==> config.mk <==
export PLATFORM = sky130hd
export DESIGN_NAME = fifo_with_keyed_removal_top
export DESIGN_NICKNAME = d
export VERILOG_FILES = /design/src/rtl/fkr_pkg.sv /design/src/rtl/fifo_with_keyed_removal_top.sv /design/src/rtl/fkr_ram.sv /design/src/rtl/fkr_ctrl.sv /design/src/rtl/fkr_datapath.sv
export SDC_FILE = /design/constraint.sdc
export NUM_CORES = 1
export LEC_CHECK = 0
export ABC_AREA = 0
export BUFFER_PORTS_ARGS = -buffer_cell sky130_fd_sc_hd__buf_2
export CORE_MARGIN = 4
export CORE_UTILIZATION = 30
export CTS_CLUSTER_SIZE = 12
export DETAILED_ROUTE_END_ITERATION = 8
export PLACE_DENSITY = 0.53
export SETUP_SLACK_MARGIN = 0.4
export SLEW_MARGIN = 30
export SYNTH_ARGS = -nofsm -noshare
export SYNTH_HDL_FRONTEND = slang
export SYNTH_HIERARCHICAL = 1
export SYNTH_SLANG_ARGS = --single-unit
==> constraint.sdc <==
create_clock -name clk -period 15.9 [get_ports clk]
set_clock_uncertainty 0.1 [all_clocks]
set_input_delay 2.385 -clock clk [delete_from_list [all_inputs] [get_ports clk]]
set_output_delay 2.385 -clock clk [all_outputs]
set_load 0.02 [all_outputs]
==> src/rtl/fkr_pkg.sv <==
// Package: shared types and codes for the FIFO with keyed removal.
`timescale 1ns / 1ps
`default_nettype none

package fkr_pkg;

    localparam int KEY_W   = 48;
    localparam int TOTAL_W = 5;

    typedef enum logic [1:0] {
        OP_ENQ  = 2'd0,
        OP_DEQ  = 2'd1,
        OP_DEL  = 2'd2,
        OP_PEEK = 2'd3
    } op_t;

    typedef struct packed {
        op_t              func;
        logic [KEY_W-1:0] client_key;
    } in_item_t;

    typedef struct packed {
        logic               ok;
        logic [KEY_W-1:0]   key_out;
        logic               is_empty;
        logic [TOTAL_W-1:0] entry_total;
    } out_item_t;

    typedef enum logic [2:0] {
        ST_IDLE,
        ST_DECODE,
        ST_HEAD,
        ST_SCAN,
        ST_SHIFT
    } state_t;

    typedef enum logic [1:0] {
        KSRC_ZERO,
        KSRC_RDATA,
        KSRC_HELD
    } key_src_t;

    typedef struct packed {
        logic     load;
        logic     enq_write;
        logic     rd_head;
        logic     rd_next;
        logic     rd_next2;
        logic     idx_inc;
        logic     shift_write;
        logic     hold_head;
        logic     count_inc;
        logic     count_dec;
        logic     report;
        logic     ok;
        key_src_t key_src;
    } dp_cmd_t;

    typedef struct packed {
        op_t  func;
        logic full;
        logic empty;
        logic match;
        logic has_next;
        logic has_next2;
    } dp_status_t;

endpackage : fkr_pkg

`default_nettype wire

==> src/rtl/fifo_with_keyed_removal_top.sv <==
// Top level: bounded key queue with enqueue, dequeue, delete by key and peek.
//
// An item is taken when start is high and busy is low; each item yields exactly
// one result, shown on result for one cycle with done high, and the receiver
// must take it then. Entries live in a single RAM with the head at address 0.
// Busy covers only the decode state on an enqueue, or on a dequeue, peek or
// delete of an empty queue; a peek adds the head state; the dequeue reads the
// head and then moves each later entry up one place per cycle; the delete walks
// the RAM one entry per cycle until the key matches, then moves each later entry
// up one place per cycle through the one read and one write port. done rises in
// the first cycle with busy low, when the next item may already be accepted. No
// clearing pass runs after reset.
`timescale 1ns / 1ps
`default_nettype none

module fifo_with_keyed_removal_top
    import fkr_pkg::*;
#(
    parameter int QUEUE_DEPTH = 16
) (
    input  wire logic       clk,
    input  wire logic       rst_n,
    input  wire logic       start,
    output logic            busy,
    input  wire in_item_t   request,
    output logic            done,
    output out_item_t       result
);

    dp_cmd_t    cmd;
    dp_status_t status;

    fkr_ctrl u_ctrl (
        .clk    (clk),
        .rst_n  (rst_n),
        .start  (start),
        .status (status),
        .busy   (busy),
        .cmd    (cmd)
    );

    fkr_datapath #(
        .DEPTH (QUEUE_DEPTH)
    ) u_datapath (
        .clk     (clk),
        .rst_n   (rst_n),
        .request (request),
        .cmd     (cmd),
        .status  (status),
        .result  (result),
        .done    (done)
    );

    // An accepted item keeps the block busy in the next cycle
    assert property (@(posedge clk) disable iff (!rst_n)
        (start && !busy) |=> busy)
    else $error("accepted item did not raise busy");

    // A result only follows a cycle of work
    assert property (@(posedge clk) disable iff (!rst_n)
        done |-> $past(busy))
    else $error("result without preceding work");

    // A failed operation reports no key
    assert property (@(posedge clk) disable iff (!rst_n)
        (done && !result.ok) |-> (result.key_out == '0))
    else $error("failed operation reported a key");

    // An empty queue reports a zero count
    assert property (@(posedge clk) disable iff (!rst_n)
        (done && result.is_empty) |-> (result.entry_total == '0))
    else $error("empty flag disagrees with count");

endmodule : fifo_with_keyed_removal_top

`default_nettype wire

==> src/rtl/fkr_ram.sv <==
// Generic single-port-write, single-port-read RAM with registered read data.
`timescale 1ns / 1ps
`default_nettype none

module fkr_ram #(
    parameter int WIDTH  = 48,
    parameter int DEPTH  = 16,
    parameter int ADDR_W = $clog2(DEPTH)
) (
    input  wire logic              clk,
    input  wire logic              wr_en,
    input  wire logic [ADDR_W-1:0] wr_addr,
    input  wire logic [WIDTH-1:0]  wr_data,
    input  wire logic              rd_en,
    input  wire logic [ADDR_W-1:0] rd_addr,
    output logic      [WIDTH-1:0]  rd_data
);

    logic [WIDTH-1:0] mem [DEPTH];

    // Write port
    always_ff @(posedge clk)
    begin
        if (wr_en)
        begin
            mem[wr_addr] <= wr_data;
        end
    end

    // Registered read port
    always_ff @(posedge clk)
    begin
        if (rd_en)
        begin
            rd_data <= mem[rd_addr];
        end
    end

endmodule : fkr_ram

`default_nettype wire

==> src/rtl/fkr_ctrl.sv <==
// Controller: sequences enqueue, head read, key scan and gap-closing shift.
`timescale 1ns / 1ps
`default_nettype none

module fkr_ctrl
    import fkr_pkg::*;
(
    input  wire logic       clk,
    input  wire logic       rst_n,
    input  wire logic       start,
    input  wire dp_status_t status,
    output logic            busy,
    output dp_cmd_t         cmd
);

    state_t state_reg;
    state_t state_next;

    // State register
    always_ff @(posedge clk or negedge rst_n)
    begin
        if (!rst_n)
        begin
            state_reg <= ST_IDLE;
        end
        else
        begin
            state_reg <= state_next;
        end
    end

    // Next state
    always_comb
    begin
        state_next = state_reg;
        unique case (state_reg)
            ST_IDLE:
            begin
                if (start)
                begin
                    state_next = ST_DECODE;
                end
            end
            ST_DECODE:
            begin
                unique case (status.func) inside
                    OP_ENQ:
                    begin
                        state_next = ST_IDLE;
                    end
                    OP_DEQ, OP_PEEK:
                    begin
                        state_next = status.empty ? ST_IDLE : ST_HEAD;
                    end
                    OP_DEL:
                    begin
                        state_next = status.empty ? ST_IDLE : ST_SCAN;
                    end
                    default:
                    begin
                        state_next = ST_IDLE;
                    end
                endcase
            end
            ST_HEAD:
            begin
                if (status.func == OP_DEQ && status.has_next)
                begin
                    state_next = ST_SHIFT;
                end
                else
                begin
                    state_next = ST_IDLE;
                end
            end
            ST_SCAN:
            begin
                if (status.match)
                begin
                    state_next = status.has_next ? ST_SHIFT : ST_IDLE;
                end
                else if (!status.has_next)
                begin
                    state_next = ST_IDLE;
                end
            end
            ST_SHIFT:
            begin
                if (!status.has_next2)
                begin
                    state_next = ST_IDLE;
                end
            end
            default:
            begin
                state_next = ST_IDLE;
            end
        endcase
    end

    // Command outputs
    always_comb
    begin
        cmd         = '0;
        cmd.key_src = KSRC_ZERO;
        unique case (state_reg)
            ST_IDLE:
            begin
                cmd.load = start;
            end
            ST_DECODE:
            begin
                unique case (status.func) inside
                    OP_ENQ:
                    begin
                        cmd.report = 1'b1;
                        if (!status.full)
                        begin
                            cmd.enq_write = 1'b1;
                            cmd.count_inc = 1'b1;
                            cmd.ok        = 1'b1;
                        end
                    end
                    OP_DEQ, OP_PEEK, OP_DEL:
                    begin
                        if (status.empty)
                        begin
                            cmd.report = 1'b1;
                        end
                        else
                        begin
                            cmd.rd_head = 1'b1;
                        end
                    end
                    default:
                    begin
                        cmd.report = 1'b1;
                    end
                endcase
            end
            ST_HEAD:
            begin
                cmd.hold_head = 1'b1;
                if (status.func == OP_DEQ && status.has_next)
                begin
                    cmd.rd_next = 1'b1;
                end
                else
                begin
                    cmd.count_dec = (status.func == OP_DEQ);
                    cmd.report    = 1'b1;
                    cmd.ok        = 1'b1;
                    cmd.key_src   = KSRC_RDATA;
                end
            end
            ST_SCAN:
            begin
                if (status.match)
                begin
                    if (status.has_next)
                    begin
                        cmd.rd_next = 1'b1;
                    end
                    else
                    begin
                        cmd.count_dec = 1'b1;
                        cmd.report    = 1'b1;
                        cmd.ok        = 1'b1;
                    end
                end
                else if (status.has_next)
                begin
                    cmd.rd_next = 1'b1;
                    cmd.idx_inc = 1'b1;
                end
                else
                begin
                    cmd.report = 1'b1;
                end
            end
            ST_SHIFT:
            begin
                cmd.shift_write = 1'b1;
                if (status.has_next2)
                begin
                    cmd.rd_next2 = 1'b1;
                    cmd.idx_inc  = 1'b1;
                end
                else
                begin
                    cmd.count_dec = 1'b1;
                    cmd.report    = 1'b1;
                    cmd.ok        = 1'b1;
                    cmd.key_src   = (status.func == OP_DEQ) ? KSRC_HELD : KSRC_ZERO;
                end
            end
            default:
            begin
                cmd = '0;
            end
        endcase
    end

    assign busy = (state_reg != ST_IDLE);

endmodule : fkr_ctrl

`default_nettype wire

==> src/rtl/fkr_datapath.sv <==
// Datapath: entry RAM, count, scan index, key compare and result register.
`timescale 1ns / 1ps
`default_nettype none

module fkr_datapath
    import fkr_pkg::*;
#(
    parameter int DEPTH = 16
) (
    input  wire logic       clk,
    input  wire logic       rst_n,
    input  wire in_item_t   request,
    input  wire dp_cmd_t    cmd,
    output dp_status_t      status,
    output out_item_t       result,
    output logic            done
);

    localparam int AW = $clog2(DEPTH);
    localparam int CW = $clog2(DEPTH + 1);

    logic [CW-1:0]    count_reg;
    logic [CW-1:0]    count_next;
    logic [AW-1:0]    idx_reg;
    logic [AW-1:0]    idx_next;
    op_t              func_reg;
    logic [KEY_W-1:0] key_reg;
    logic [KEY_W-1:0] head_reg;
    out_item_t        result_reg;
    out_item_t        result_next;
    logic             done_reg;

    logic [CW:0]      idx_ext;
    logic [CW:0]      count_ext;
    logic             ram_wr_en;
    logic [AW-1:0]    ram_wr_addr;
    logic [KEY_W-1:0] ram_wr_data;
    logic             ram_rd_en;
    logic [AW-1:0]    ram_rd_addr;
    logic [KEY_W-1:0] ram_rd_data;

    assign idx_ext   = (CW + 1)'(idx_reg);
    assign count_ext = (CW + 1)'(count_reg);

    // Select RAM write: append at tail, or move an entry up one place
    always_comb
    begin
        ram_wr_en   = cmd.enq_write || cmd.shift_write;
        ram_wr_addr = cmd.enq_write ? count_reg[AW-1:0] : idx_reg;
        ram_wr_data = cmd.enq_write ? key_reg : ram_rd_data;
    end

    // Select RAM read address: head, next entry, or the one after
    always_comb
    begin
        ram_rd_en   = cmd.rd_head || cmd.rd_next || cmd.rd_next2;
        ram_rd_addr = '0;
        if (cmd.rd_next)
        begin
            ram_rd_addr = AW'(idx_ext + (CW + 1)'(1));
        end
        else if (cmd.rd_next2)
        begin
            ram_rd_addr = AW'(idx_ext + (CW + 1)'(2));
        end
    end

    fkr_ram #(
        .WIDTH (KEY_W),
        .DEPTH (DEPTH)
    ) u_ram (
        .clk     (clk),
        .wr_en   (ram_wr_en),
        .wr_addr (ram_wr_addr),
        .wr_data (ram_wr_data),
        .rd_en   (ram_rd_en),
        .rd_addr (ram_rd_addr),
        .rd_data (ram_rd_data)
    );

    // Advance count and scan index
    always_comb
    begin
        count_next = count_reg;
        if (cmd.count_inc)
        begin
            count_next = count_reg + CW'(1);
        end
        else if (cmd.count_dec)
        begin
            count_next = count_reg - CW'(1);
        end

        idx_next = idx_reg;
        if (cmd.rd_head)
        begin
            idx_next = '0;
        end
        else if (cmd.idx_inc)
        begin
            idx_next = AW'(idx_ext + (CW + 1)'(1));
        end
    end

    // Build the result item
    always_comb
    begin
        result_next.ok          = cmd.ok;
        result_next.is_empty    = (count_next == '0);
        result_next.entry_total = TOTAL_W'(count_next);
        case (cmd.key_src)
            KSRC_RDATA: result_next.key_out = ram_rd_data;
            KSRC_HELD:  result_next.key_out = head_reg;
            default:    result_next.key_out = '0;
        endcase
    end

    // Control registers
    always_ff @(posedge clk or negedge rst_n)
    begin
        if (!rst_n)
        begin
            count_reg <= '0;
            idx_reg   <= '0;
            done_reg  <= 1'b0;
        end
        else
        begin
            count_reg <= count_next;
            idx_reg   <= idx_next;
            done_reg  <= cmd.report;
        end
    end

    // Payload registers
    always_ff @(posedge clk)
    begin
        if (cmd.load)
        begin
            func_reg <= request.func;
            key_reg  <= request.client_key;
        end
        if (cmd.hold_head)
        begin
            head_reg <= ram_rd_data;
        end
        if (cmd.report)
        begin
            result_reg <= result_next;
        end
    end

    // Status back to the controller
    always_comb
    begin
        status.func      = func_reg;
        status.full      = (count_reg == CW'(DEPTH));
        status.empty     = (count_reg == '0);
        status.match     = (ram_rd_data == key_reg);
        status.has_next  = ((idx_ext + (CW + 1)'(1)) < count_ext);
        status.has_next2 = ((idx_ext + (CW + 1)'(2)) < count_ext);
    end

    assign result = result_reg;
    assign done   = done_reg;

endmodule : fkr_datapath

`default_nettype wire
After elaboration in Yosys (flattened, before gate mapping)
Memory sizes are Yosys's and may differ from the RTL's. A register that Yosys moved wholly into a read port is not among the register bits.
Index checks and enable logic that the tools add are counted.
{ "op_classes": {"bitwise": 0, "div": 0, "n_mux": 50, "magnitude_cmp": 2, "n_reduce_logical": 13, "n_eq_ne": 14, "add_sub_neg": 4, "n_shift": 0, "mul": 0} }
{ "ops": {"columns": ["op", "count"], "rows": [
  ["$pmux 48 s2", 1],
  ["$eq 48x48->1", 1],
  ["$mux 48", 1],
  ["$mux 3", 7],
  ["$mux 1", 20],
  ["$mux 4", 5],
  ["$mux 5", 4],
  ["$pmux 3 s5", 1],
  ["$lt 6x5->1", 2],
  ["$logic_not 5->1", 2],
  ["$mux 2", 5],
  ["$pmux 2 s4", 1],
  ["$eq 2x2->1 const B", 3],
  ["$eq 3x2->1 const B", 2],
  ["$pmux 3 s2", 1],
  ["$add 4x1->5 const B", 1],
  ["$add 4x2->5 const B", 1],
  ["$add 5x1->5 const B", 1],
  ["$eq 5x5->1 const B", 1],
  ["$sub 5x1->5 const B", 1],
  ["$eq 2x1->1 const B", 2],
  ["$ne 2x2->1 const B", 2],
  ["$pmux 1 s2", 2],
  ["$pmux 2 s2", 1],
  ["other kinds (13)", 15]
]} }
{ "word_totals": {"wordCells": 95, "ramBits": 768, "n_memories": 1, "output_inout_bits": 57, "inputBits": 53, "latchBits": 0, "register_bits": 166, "rom_bits": 0} }
{ "memory_table": {"columns": ["name", "depth", "width", "read_ports", "rd_ports_with_merged_regs", "wr", "line", "text"], "rows": [
  ["u_datapath.u_ram.mem", 16, 48, 1, 1, 1, "fkr_ram.sv:19", "logic [WIDTH-1:0] mem [DEPTH];"]
]} }

Depth between registers and ports, before layout
{ "logic_depth": {"depth_word": 8, "depth_mapped": 18, "ltp_nobuf": 15} }

Modules after synthesis
The synthesis kept the hierarchy.
{ "modules_own_cells": {"columns": ["module", "cells_per_inst", "instances", "area_each_um2", "seq_area_each_um2"], "rows": [
  ["fkr_ram", 1242, 1, 30171.4, 24503.5],
  ["fkr_datapath", 482, 1, 7151.9, 4844.6],
  ["fkr_ctrl", 46, 1, 380.4, 75.1]
]} }

Least setup slack after synthesis
No wires, ideal clock.
{ "synth_path": {"path_type": "register to register", "from": "register u_datapath.count_reg[0]", "to": "memory u_datapath.u_ram.mem[0][0] (enable)", "arrival_ns": 5.805, "setup_time_ns": 0.513, "setup_slack_ns": 9.482, "stages_incl_launch_ff": 10, "n_path_buf": 2, "t_required_ns": 15.287, "period_less_slack_ns": 6.418, "cell_sequence": "dfrtp_1 inv_1 ha_1 and3_1 nor4_4 buf_4 clkbuf_1 mux2_2 or3b_2 nor3_1"} }
{ "synth_rtl": {"columns": ["element", "line", "text"], "rows": [
  ["from (decl)", "fkr_datapath.sv:22", "logic [CW-1:0] count_reg;"],
  ["from (signal assigned)", "fkr_datapath.sv:129", "count_reg <= count_next;"],
  ["to (decl)", "fkr_ram.sv:19", null]
]} }

==> results.md <==
* Worst Setup Start Kind: flop
* Worst Tran Pin Value at roughly 1000 ps
* Utilization after layout at 0.352
* Postcts setup bufs at 0
* Master cell of the clock root buffer: sky130_fd_sc_hd__clkbuf_16
* Worst hold slack across all endpoints at roughly 420 ps
* Initial Utilization at 0.303
* Clock tree from TritonCTS: yes
* Peak clock frequency supported by timing at ~150 MHz
* Number of global-route vias before repair at roughly 19000
* Worst R2R Start: u_datapath/idx_reg[0]
* Area occupied by multi-input gates at roughly 8000 um2
* Netlist area before placement at 37700 um2
* Asr flop ratio synth at 0.0132
* Number of flops mapped to enable cells by yosys at 969
* Largest net degree at the start of global routing at 71
* Required time reported for the critical path endpoint at ~16000 ps
* Core outline area at 124000 um2
* H-Tree Level Count at 3
* Routed wire length at 98900 um
* Overall Global Routing Usage at 0.149
* Antenna viol nets, final at 0
* Net Sw Frac at 0.294
* Count of endpoints failing hold in the final timing report at 0
* Portion of the post-synthesis area used by sequential elements at 0.780
* Dominant cells by area after synthesis: sky130_fd_sc_hd__edfxtp_1, sky130_fd_sc_hd__mux4_2, sky130_fd_sc_hd__a22oi_1, sky130_fd_sc_hd__mux2_2, sky130_fd_sc_hd__xor2_1
* Row Count at 129
* Tightest Hold Check Type: reg2reg
* WS Path Type: reg2reg
* Clock Sink Count at ~980
* Max Slew Vio Count at 0
* Number of synthesis warnings at 6
* Area added between synthesis and finish at 16.0%
* Number of inserted filler cells in the final layout at ~12000
* Final setup violation count at 0
* Comb pwr share at 0.215
* Internal cell power at 5.44 mW
* Diodes inserted at 0
* Quantity of I/O buffers inserted on ports at 109
* Run status: finished, final reports clean
* Share of the synthesized area in the top cell type at 0.772
* Clk Latency, worst-skew pair at around 680 ps
* Cell variety after synth at 53
* Leakage at 13.5 nW
* Yosys top cell by area: sky130_fd_sc_hd__edfxtp_1
* Via-per-instance ratio at 5.06
* Total Nets Final at 2007
* Remaining global-route overflow at 0
* Total area of sequential cells at a little under 30000 um2
* Worst reg-to-reg setup slack at 9440 ps
* Routed wire per std cell at 27.2 um
* Power per Cell Area at around 180 nW/um2
* HPWL Detailed at approximately 54000 um
* Via count of the routed design at roughly 18000
* Die span in x at 363 um
* Cell count of the worst hold path at 1
* Clock-pin slew on the worst setup and hold paths at 60 ps
* Number of antenna violations at the first check in global routing at 3
* Chip Height at 363 um
* Number of placed I/O pins at 110
* Flip-flop count of the largest register after layout at around 770
* Biggest fanout along the worst timing path at 50
* Final weighted congestion of routability-driven global placement at 0.761
* Hold endpoint: u_ctrl/state_reg[0]
* Crit path capture type: flop
* First-pass DRT Iterations at 5
* Worst slew margin at 0.304
* Startpoint of the tightest hold check path: u_ctrl/state_reg[2]
* CTS Hold Buffers Added at 0
* Reg2reg path depth at 16
* Setup TNS at 0 ps
* Sequential group share of total power at 0.489
* Fraction of final layout cells sized beyond drive strength 1 at 0.283
* Post-route DRC violation count at 0
* Commonest cells after routing, fill and taps aside: sky130_fd_sc_hd__edfxtp_1, sky130_fd_sc_hd__mux4_2, sky130_fd_sc_hd__a22oi_1, sky130_fd_sc_hd__buf_2, sky130_fd_sc_hd__clkbuf_16
* Global-route wire length before repair at 141000 um
* Post-synthesis area per instance at 21.3 um2
* Data arrival time at the worst-slack endpoint at 6760 ps
* Portion of total power attributed to the clock network at 0.296
* Post-CTS Resized at 0
* Worst R2R End: u_datapath/u_ram/rd_data[0]
* Commonest non-fill, non-tap cell in the layout: sky130_fd_sc_hd__edfxtp_1
* Number of flip-flops and latches in the synthesized netlist at 982
* Portion of the clock cycle consumed by the worst path in the final layout at 0.406
* Top FF cell, synth: sky130_fd_sc_hd__edfxtp_1
* Post-Syn Nets at 1837
* Area enclosed by the die boundary at 131000 um2
* Psw at 2.27 mW
* Clock tree buffer depth at 3
* Total CTS buffers at 101
* Number of violations reported at the end of detailed-routing iteration 0 at around 1800
* RSZ-0062 raised after global routing: no
* Time the final worst path needs with I/O delays and setup at 6460 ps
* Largest vdd supply drop at approximately 0.15 mV
* Maximum capacitance violations at 0
* Number of standard cells after synthesis at 1770
-- Yosys cell counts, drive strengths merged (3+ instances only) --
master and instances:
buf 53, nand3b 4, clkbuf 36, mux4 192
ha 14, nand3 4, xnor2 6, or3 3
and3 4, edfxtp 969, nor2b 6, nand4 4
nor3 7, dfrtp 13, or3b 3, nand2 63
nor2 73, mux2 51, xor2 52, o21ai 10
inv 14, a22oi 144, nand2b 5, nor4 13
-- per-layer routing --
metal  share of wire  GRT usage  vias to the layer above
met5               0          0                        -
met4           0.021     0.0351                        0
met3           0.067     0.0292                      124
met2            0.47      0.237                      650
met1            0.44      0.212                     9978
li1                -          -                     7675
-- power by group through the flow --
stage / clock (mW) / combinational [mW] / sequential [mW]
final: 2.28 / 1.65 / 3.77
after global routing: 2.46 / 1.80 / 3.80
after CTS: 2.34 / 1.69 / 3.77
after detailed placement: 0 / 1.68 / 3.82
after global placement: 0 / 1.63 / 3.82
after floorplan: 0 / 1.02 / 3.83
-- final cells by class --
class / count / area share
Timing Repair Buffer: 156 / 0.0239
Inverter: 14 / 0.00120
Sequential cell: 982 / 0.673
Multi-Input combinational cell: 685 / 0.183
Tap cell: 1637 / 0.0468
Clock buffer: 129 / 0.0619
Clock inverter: 39 / 0.0103
-- metrics by stage --
| stage | total power, mW | worst slack (ps) | cells | instance area, um2 |
|---|---|---|---|---|
| 6_report | 7.71 | 9440 | 3642 | 43700 |
| 5_1_grt | 8.06 | 8850 | 3642 | 43700 |
| 4_1_cts | 7.81 | 9390 | 3642 | 43700 |
| 3_5_place_dp | 5.50 | 9390 | 3474 | 40600 |
| 3_3_place_gp | 5.44 | 8980 | 3467 | 40400 |
| 2_1_floorplan | 4.84 | 9480 | 1770 | 37700 |
-- cell families (layout without fill, tap and decap cells) --
family | count (synthesis) | in the layout | share of synthesized area
buf+inv | 103 | 338 | 0.0125
simple gates | 197 | 197 | 0.0246
compound gates | 171 | 171 | 0.0339
fa+ha+maj | 14 | 14 | 0.00465
flops | 982 | 982 | 0.780
mux | 245 | 245 | 0.130
xor+xnor | 58 | 58 | 0.0135
-- critical path, stage by stage, from the launching register on --
cell and delay, ps:
sky130_fd_sc_hd__dfrtp_1 500, sky130_fd_sc_hd__ha_1 400, sky130_fd_sc_hd__ha_1 280, sky130_fd_sc_hd__a21boi_0 130, sky130_fd_sc_hd__o21a_1 180, sky130_fd_sc_hd__o21ai_0 150
sky130_fd_sc_hd__nand2b_1 80, sky130_fd_sc_hd__a21oi_1 440, sky130_fd_sc_hd__o21a_1 250, sky130_fd_sc_hd__nor2b_1 520, sky130_fd_sc_hd__inv_1 190, sky130_fd_sc_hd__o21ai_4 700
sky130_fd_sc_hd__buf_6 660, sky130_fd_sc_hd__buf_6 650, sky130_fd_sc_hd__mux4_2 590, sky130_fd_sc_hd__a22oi_1 220, sky130_fd_sc_hd__nand2_1 70
-- worst max-delay path by stage --
stage	startpoint	end	slack (ps)	cells past startpoint
global placement	u_datapath/idx_reg[0]	u_datapath/u_ram/rd_data[47]	8980	16
global route	u_datapath/idx_reg[0]	u_datapath/u_ram/rd_data[47]	8850	16
detailed placement	u_datapath/idx_reg[0]	u_datapath/u_ram/rd_data[47]	9390	16
CTS	u_datapath/idx_reg[0]	u_datapath/u_ram/rd_data[18]	9390	16
finish	u_datapath/idx_reg[0]	u_datapath/u_ram/rd_data[0]	9440	16
floorplan	u_datapath/count_reg[0]	u_datapath/u_ram/mem[0][0]	9480	9
Note: power is estimated with default switching activity, not from simulation.
